--- src/design/hsc_pkg.sv ---
`timescale 1ns / 1ps

package hsc_pkg;

    typedef enum logic [2:0] {
        ST_IDLE,
        ST_HALL,
        ST_MUL_I,
        ST_ACC,
        ST_MUL_P,
        ST_MUL_G,
        ST_SUM,
        ST_DONE
    } hsc_state_t;

    typedef enum logic [1:0] {
        MODE_FORWARD   = 2'd0,
        MODE_BACKWARD  = 2'd1,
        MODE_BRAKE     = 2'd2,
        MODE_FREEWHEEL = 2'd3
    } hsc_mode_t;

    typedef enum logic [1:0] {
        REG_DRIVE_MODE = 2'd0,
        REG_PROP_GAIN  = 2'd1,
        REG_INTEG_GAIN = 2'd2
    } hsc_reg_idx_t;

    localparam int GAIN_W   = 24;
    localparam int DUTY_W   = 10;
    localparam int CUR_W    = 16;
    localparam int ERR_W    = 17;
    localparam int INTEG_W  = 28;
    localparam int PROD_W   = 53;
    localparam int SUM_W    = 58;

    localparam logic [DUTY_W-1:0]         DUTY_MAX    = 10'd1023;
    localparam logic signed [24:0]        INTEG_STEP  = 25'sd177;
    localparam logic signed [INTEG_W:0]   INTEG_LIMIT = 29'sd83886080;
    localparam logic [3:0]                PREV_HALL_RESET = 4'd7;

    typedef struct packed {
        logic [2:0]              step;
        logic [3:0]              prev_hall;
        logic [2:0]              hall_idx;
        logic [DUTY_W-1:0]       compare_u;
        logic [DUTY_W-1:0]       compare_v;
        logic [DUTY_W-1:0]       compare_w;
        logic [2:0]              enable;
        logic [1:0]              sense_sel;
    } hsc_comm_t;

    // raw levels to hall index, all low and all high are faults
    function automatic logic [2:0] hall_decode(input logic [2:0] raw);
        logic [2:0] idx;
        case (raw)
            3'd0: idx = 3'd7;
            3'd1: idx = 3'd0;
            3'd2: idx = 3'd2;
            3'd3: idx = 3'd1;
            3'd4: idx = 3'd4;
            3'd5: idx = 3'd5;
            3'd6: idx = 3'd3;
            default: idx = 3'd6;
        endcase
        return idx;
    endfunction

    // value below 18
    function automatic logic [2:0] mod6(input logic [4:0] v);
        logic [4:0] r;
        if (v >= 5'd12) begin
            r = v - 5'd12;
        end else if (v >= 5'd6) begin
            r = v - 5'd6;
        end else begin
            r = v;
        end
        return r[2:0];
    endfunction

endpackage

--- src/design/hsc_commute.sv ---
`timescale 1ns / 1ps

module hsc_commute (
    input  logic [2:0]                  hall_bits,
    input  logic [1:0]                  drive_mode,
    input  hsc_pkg::hsc_comm_t          cur,
    input  logic [hsc_pkg::DUTY_W-1:0]  duty,
    output hsc_pkg::hsc_comm_t          nxt
);
    import hsc_pkg::*;

    logic [2:0]        idx;
    logic signed [4:0] diff;
    logic signed [4:0] rem;
    logic [2:0]        step;
    logic [1:0]        hi_ph;
    logic [1:0]        lo_ph;
    logic [1:0]        ch;
    logic              apply;
    logic              step_ok;
    logic [DUTY_W-1:0] cmp [3];

    always_comb begin
        idx  = hall_decode(hall_bits);
        diff = $signed({2'b00, idx}) - $signed({1'b0, cur.prev_hall});
        if (diff >= 5'sd6) begin
            rem = diff - 5'sd6;
        end else if (diff <= -5'sd6) begin
            rem = diff + 5'sd6;
        end else begin
            rem = diff;
        end

        nxt          = cur;
        nxt.hall_idx = idx;
        step         = cur.step;
        apply        = 1'b1;
        case (hsc_mode_t'(drive_mode))
            MODE_FORWARD: begin
                step = mod6({2'b00, idx} + 5'd2);
            end
            MODE_BACKWARD: begin
                step = mod6({2'b00, idx} + 5'd4);
            end
            MODE_BRAKE: begin
                if (rem > 5'sd1) begin
                    step = mod6({2'b00, idx} + 5'd5);
                end else if (rem < -5'sd1) begin
                    step          = mod6({2'b00, idx} + 5'd1);
                    nxt.prev_hall = {1'b0, idx};
                end
            end
            default: begin
                apply = 1'b0;
            end
        endcase
        nxt.step = step;

        step_ok = 1'b1;
        case (step)
            3'd0: begin hi_ph = 2'd0; lo_ph = 2'd1; ch = 2'd1; end
            3'd1: begin hi_ph = 2'd0; lo_ph = 2'd2; ch = 2'd2; end
            3'd2: begin hi_ph = 2'd1; lo_ph = 2'd2; ch = 2'd2; end
            3'd3: begin hi_ph = 2'd1; lo_ph = 2'd0; ch = 2'd0; end
            3'd4: begin hi_ph = 2'd2; lo_ph = 2'd0; ch = 2'd0; end
            3'd5: begin hi_ph = 2'd2; lo_ph = 2'd1; ch = 2'd1; end
            default: begin
                hi_ph   = 2'd0;
                lo_ph   = 2'd1;
                ch      = 2'd0;
                step_ok = 1'b0;
            end
        endcase

        cmp[0] = cur.compare_u;
        cmp[1] = cur.compare_v;
        cmp[2] = cur.compare_w;
        if (apply) begin
            if (step_ok) begin
                cmp[hi_ph]    = duty;
                cmp[lo_ph]    = '0;
                nxt.enable    = (3'b001 << hi_ph) | (3'b001 << lo_ph);
                nxt.sense_sel = ch;
            end
        end else begin
            nxt.enable = 3'b000;
        end
        nxt.compare_u = cmp[0];
        nxt.compare_v = cmp[1];
        nxt.compare_w = cmp[2];
    end

endmodule

--- config.mk ---
export PLATFORM = sky130hd
export DESIGN_NAME = hsc_commute
export DESIGN_NICKNAME = d
export VERILOG_FILES = /design/src/design/hsc_pkg.sv /design/src/design/hsc_commute.sv
export SDC_FILE = /design/constraint.sdc
export NUM_CORES = 1
export LEC_CHECK = 0
export BUFFER_PORTS_ARGS = -buffer_cell sky130_fd_sc_hd__buf_2
export CAP_MARGIN = 20
export CORE_MARGIN = 4
export CORE_UTILIZATION = 35
export DETAILED_ROUTE_END_ITERATION = 7
export PLACE_DENSITY_LB_ADDON = 0.12
export REMOVE_ABC_BUFFERS = 1
export SLEW_MARGIN = 20
export SYNTH_ARGS = -nofsm -noshare
export SYNTH_HDL_FRONTEND = slang
export SYNTH_SLANG_ARGS = --single-unit
--- constraint.sdc ---
create_clock -name vclk -period 4.7
set_input_delay 0.47 -clock vclk [all_inputs]
set_output_delay 0.47 -clock vclk [all_outputs]
set_load 0.02 [all_outputs]
Word-level counts from Yosys, hierarchy flattened
Index checks and enable logic that the tools add are counted.
{"block": "word_totals", "input_bits": 60, "wordCells": 95, "ff_bits": 0}
{"block": "classes", "mux": 32, "bitwise": 5, "n_eq_ne": 13, "shift": 2, "magnitude_cmp": 16, "n_reduce_logical": 12, "addsub": 15}
{"operator": "2-to-1 mux 30 bit", "n": 2}
{"operator": "demux 10 bit (select 2 bit)", "n": 2}
{"operator": "2-to-1 mux 3 bit", "n": 11}
{"operator": "bitwise AND 30 bit", "n": 1}
{"operator": "bitwise mux 30 bit", "n": 1}
{"operator": "NOT 30 bit", "n": 1}
{"operator": "subtractor 3 bit (second input constant)", "n": 8}
{"operator": "one-hot mux 3 bit (7 select lines)", "n": 1}
{"operator": "2-to-1 mux 10 bit", "n": 2}
{"operator": ">= comparator 4 x 3 -> 1 bit (second input constant)", "n": 4}
{"operator": ">= comparator 4 bit (second input constant)", "n": 4}
{"operator": "== test 3 bit (second input constant)", "n": 5}
{"operator": "2-to-1 mux 5 bit", "n": 3}
{"operator": "== test 3 x 2 -> 1 bit (second input constant)", "n": 4}
{"operator": "2-to-1 mux 4 bit", "n": 3}
{"operator": "one-hot mux 2 bit (2 select lines)", "n": 3}
{"operator": "OR reduction 2 bit", "n": 5}
{"operator": "one-hot mux 3 bit (3 select lines)", "n": 1}
{"operator": "adder 3 x 3 -> 4 bit (second input constant)", "n": 2}
{"operator": "== test 3 x 1 -> 1 bit (second input constant)", "n": 2}
{"operator": ">= comparator 3 bit (second input constant)", "n": 2}
{"operator": "logical NOT 3 bit", "n": 2}
{"operator": "less-than comparator 3 x 1 -> 1 bit (second input constant)", "n": 2}
{"operator": "NOT 2 -> 3 bit", "n": 2}
{"operator": "19 further kinds", "n": 22}

Logic depth before layout (Yosys ltp)
{"block": "logic_depth", "ltp_word": 22, "mapped_depth": 23, "mapped_depth_nobuf": 20}

Worst setup path after synthesis
Ideal clock, no wire load.
{"block": "synth_path", "kind": "input-to-output", "from": "input hall_bits[2]", "to": "output nxt[0] in the netlist's numbering", "path_slack_ns": -0.641, "path_stages": 22, "t_arrival_ns": 4.871, "path_cell_list": "clkbuf_1 > inv_1 > mux2i_1 > inv_1 > fa_1 > xnor2_2 > inv_4 > ha_1 > buf_2 > a211oi_1 > a31oi_1 > a211oi_1 > o32ai_1 > a31oi_2 > a21boi_1 > o21ai_2 > inv_2 > buf_6 > buf_2 > nor2_1 > a21oi_1 > a31oi_1"}
{"element": "start, declared", "line_no": "hsc_commute.sv:4", "rtl": "input logic [2:0] hall_bits,"}
{"element": "end, declared", "line_no": "hsc_commute.sv:8", "rtl": "output hsc_pkg::hsc_comm_t nxt"}

==> results.txt <==
* Total chip power: 1.14 mW
* Relative contribution of combinational cells to total power: 1.000
* Number of antenna cells inserted: 0
* Number of standard cells after synthesis: 271
* Crit path cell chain: buf_8 > xor2_4 > xnor2_2 > ha_2 > fa_2 > xnor2_2 > inv_4 > ha_4 > buf_6 > nand3b_1 > a21oi_2 > a311oi_2 > or3_1 > o32ai_2 > a21oi_2 > o21ai_2 > inv_2 > o31ai_4 > o21a_4 > a21o_1 > buf_6
- Global-route total usage across every layer: 0.199
* Share of final-layout standard cells stronger than drive strength 1: 0.573
- Number of warnings reported in the yosys synthesis log: 0
- STA classifies the critical path endpoint as a primary output.
- Number of design-rule violations left by the first detailed-router iteration: a little under 80
* Worst rel slew slack: 0.472
- Cell internal power dissipation: 0.559 mW
- The final hold violation count is 0.
- For this block, the routed nets add up to around 8000 µm of wire.
- Vias per Instance: 5.55
- Worst vdd rail ir drop: 0.192 mV
* Num ports: 105
- DRC violations left: 0
* Gpl congestion: 0.850
* Number of maximum-capacitance violations: 0
- In the final layout, flip-flops and latches occupy 0 µm².
- Failing checks: negative setup slack
* Worst-margin pin slew: about 790 ps
- The flow ran to the end, but the final reports show violations.
* Clock share of power: 0
- The initial antenna violation count was 0.
- Of the total power, registers draw 0.
- The slowest stage of the critical path belongs to the cell sky130_fd_sc_hd__or3_1.
- Row Count: 27
- Area Overhead vs Synth: 81.6%
* Vertical extent of the die: ~83 µm
- Setup repair after global routing could not meet its margin everywhere.
- Summing all placed instances gives a cell area of 2760 µm².
- The analysis attributes to cell leakage a power of 1.68 nW.
- In this run the remaining antenna-violating nets after routing total 0.
- The region available for standard cell placement spans 5470 µm².
* Port bufs: 102
- Count of nets after finishing: 483
- Final TNS setup: -3720 ps
- The die is 82.9 µm wide.
- The total overflow left after global routing is 0.
- DR pass1 iterations: 4
* Pin count of the biggest net entering global routing: 31
* Setup slack of the critical path after layout: -180 ps
- Commonest cells after routing, fill and taps aside: sky130_fd_sc_hd__buf_2, sky130_fd_sc_hd__buf_4, sky130_fd_sc_hd__buf_6
- Leading cell type in the layout, fill and taps excluded: sky130_fd_sc_hd__buf_2
- Of the total power, the share spent switching nets is 0.508.
* Family of cells with the greatest summed delay on the critical path: compound AO/OA/AOI/OAI gates
- For this run, the top clock speed supported by timing is 205 MHz.
- The floorplan step defined a die boundary enclosing 6880 µm².
- Counting both buffers and inverters, the worst setup path holds a total of 5.
- Worst Setup Path Type: primary input to primary output
- The routed layout has 2,705 vias.
- CP required: 4230 ps
* Number of global-route vias before repair: 2,570
- After the flow finishes, the layout carries non-filler instances totaling 487.
- Dividing total power by cell area gives a power density of 319 nW/µm².
* Routed WL per cell: 16.4 µm
* Finish-stage setup viols: 35
* Wire length of the first global-routing pass: 12,100 µm
- Timing analysis after detailed placement gives a worst setup slack of -433 ps.
- Dividing the final minimum period by the clock period gives 1.04.
- Final standard cell area without fillers: 3570 µm²
- Once placement completed, the tool counted placed cells totaling roughly 460.
* Seq_cells: 0
- The cell area that synthesis handed to floorplanning was 1970 µm².
- For this design the total switching power over the nets is 0.578 mW.
* Crit path launch type: primary input
- Detailed placement finished with a half-perimeter wire length of 5340 µm.
- The netlist uses between 70 and 80 different library cells.
* Initial standard-cell utilization of the core: 0.359
* # clk buffers: 0
- Synthesized area divided by synthesized cell count: 7.25 µm²
- Path category of the worst min-delay check: primary input to primary output
- Largest fanout of any net on the critical path: 5
- Number of slew-limit violations in the final report: 0
* Final critical-path required period: 4880 ps
- STA puts the critical path data arrival time at 4410 ps.
- On the worst path, the slowest cell contributes a delay of 380 ps.
* Sequential element share of the synthesized area: 0
==> Yosys cell counts (3+ instances only) <==
| library cell | n | area share |
|---|---|---|
| sky130_fd_sc_hd__a21oi_1 | 23 | 0.059 |
| sky130_fd_sc_hd__a22o_1 | 20 | 0.089 |
| sky130_fd_sc_hd__o21ai_0 | 20 | 0.051 |
| sky130_fd_sc_hd__nor2b_1 | 15 | 0.048 |
| sky130_fd_sc_hd__nand2_1 | 14 | 0.027 |
| sky130_fd_sc_hd__nor2_1 | 13 | 0.025 |
| sky130_fd_sc_hd__a21o_1 | 12 | 0.046 |
| sky130_fd_sc_hd__mux2i_1 | 11 | 0.056 |
| sky130_fd_sc_hd__clkbuf_1 | 10 | 0.019 |
| sky130_fd_sc_hd__inv_1 | 10 | 0.019 |
| sky130_fd_sc_hd__mux2_2 | 10 | 0.057 |
| sky130_fd_sc_hd__nand2b_1 | 8 | 0.025 |
| sky130_fd_sc_hd__buf_2 | 6 | 0.015 |
| sky130_fd_sc_hd__ha_1 | 5 | 0.032 |
| sky130_fd_sc_hd__buf_6 | 4 | 0.023 |
| sky130_fd_sc_hd__nand3_1 | 4 | 0.010 |
| sky130_fd_sc_hd__nor3_1 | 4 | 0.010 |
| sky130_fd_sc_hd__a211oi_1 | 3 | 0.011 |
| sky130_fd_sc_hd__a31oi_1 | 3 | 0.0095 |
| sky130_fd_sc_hd__buf_4 | 3 | 0.011 |
| sky130_fd_sc_hd__o21ai_1 | 3 | 0.0076 |
| sky130_fd_sc_hd__o32ai_1 | 3 | 0.013 |
| sky130_fd_sc_hd__xnor2_1 | 3 | 0.013 |
==> per-stage QoR <==
| step | hold slack, ps | utilization |
|---|---|---|
| final | 1260 | 0.652 |
| after global routing | 1270 | 0.652 |
| after CTS | 1260 | 0.599 |
| after detailed placement | 1270 | 0.505 |
| after global placement | 1270 | 0.505 |
| after floorplan | 1110 | - |
==> cells by family (layout without fill, tap and decap cells) <==
group | count (synthesis) | in the layout | synth area share
AOI/OAI and AO/OA | 120 | 122 | 0.463
xor gates and xnor gates | 5 | 5 | 0.0261
adders and majority gates | 6 | 6 | 0.0420
buffers and inverters | 37 | 179 | 0.101
muxes | 21 | 21 | 0.113
and+or+nand+nor | 82 | 82 | 0.255
==> layer usage <==
metal / vias up / share of wire / global-route usage
met5: - / 0 / 0
met4: 0 / 0.015 / 0.0253
met3: 12 / 0.034 / 0.00694
met2: 76 / 0.52 / 0.358
met1: 1284 / 0.43 / 0.268
li1: 1333 / - / -
==> area by class of cell <==
type	instances	area, µm²
fillers	494	1900
inverters	14	65.1
multi-input cells	236	2110
repair buffers	165	1310
well taps	72	90.1
==> tightest hold or removal path, delay by kind of cell <==
| family | cells | cell delay (ps) |
|---|---|---|
| AOI/OAI and AO/OA | 1 | 130 |
| buffers and inverters | 2 | 190 |
==> final timing paths <==
kind	to	slack, ps	depth (start not counted)	from
max	nxt[22]	-180	21	hall_bits[0]
min	nxt[33]	1260	3	cur[33]
==> what timing repair did <==
item,CTS,global route
buffers inserted,12,12
pin swaps,20,30
resized for setup,89,59
hold buffers,0,0
gates cloned,3,1
endpoints found under the setup margin,36,35
==> power by group through the flow <==
| stage | sequential [mW] | combinational, mW | clock [mW] |
|---|---|---|---|
| floorplan | 0 | 0.504 | 0 |
| global placement | 0 | 0.795 | 0 |
| detailed placement | 0 | 0.799 | 0 |
| CTS | 0 | 1.02 | 0 |
| global route | 0 | 1.20 | 0 |
| finish | 0 | 1.14 | 0 |
Power figures use the tool's default switching activity.
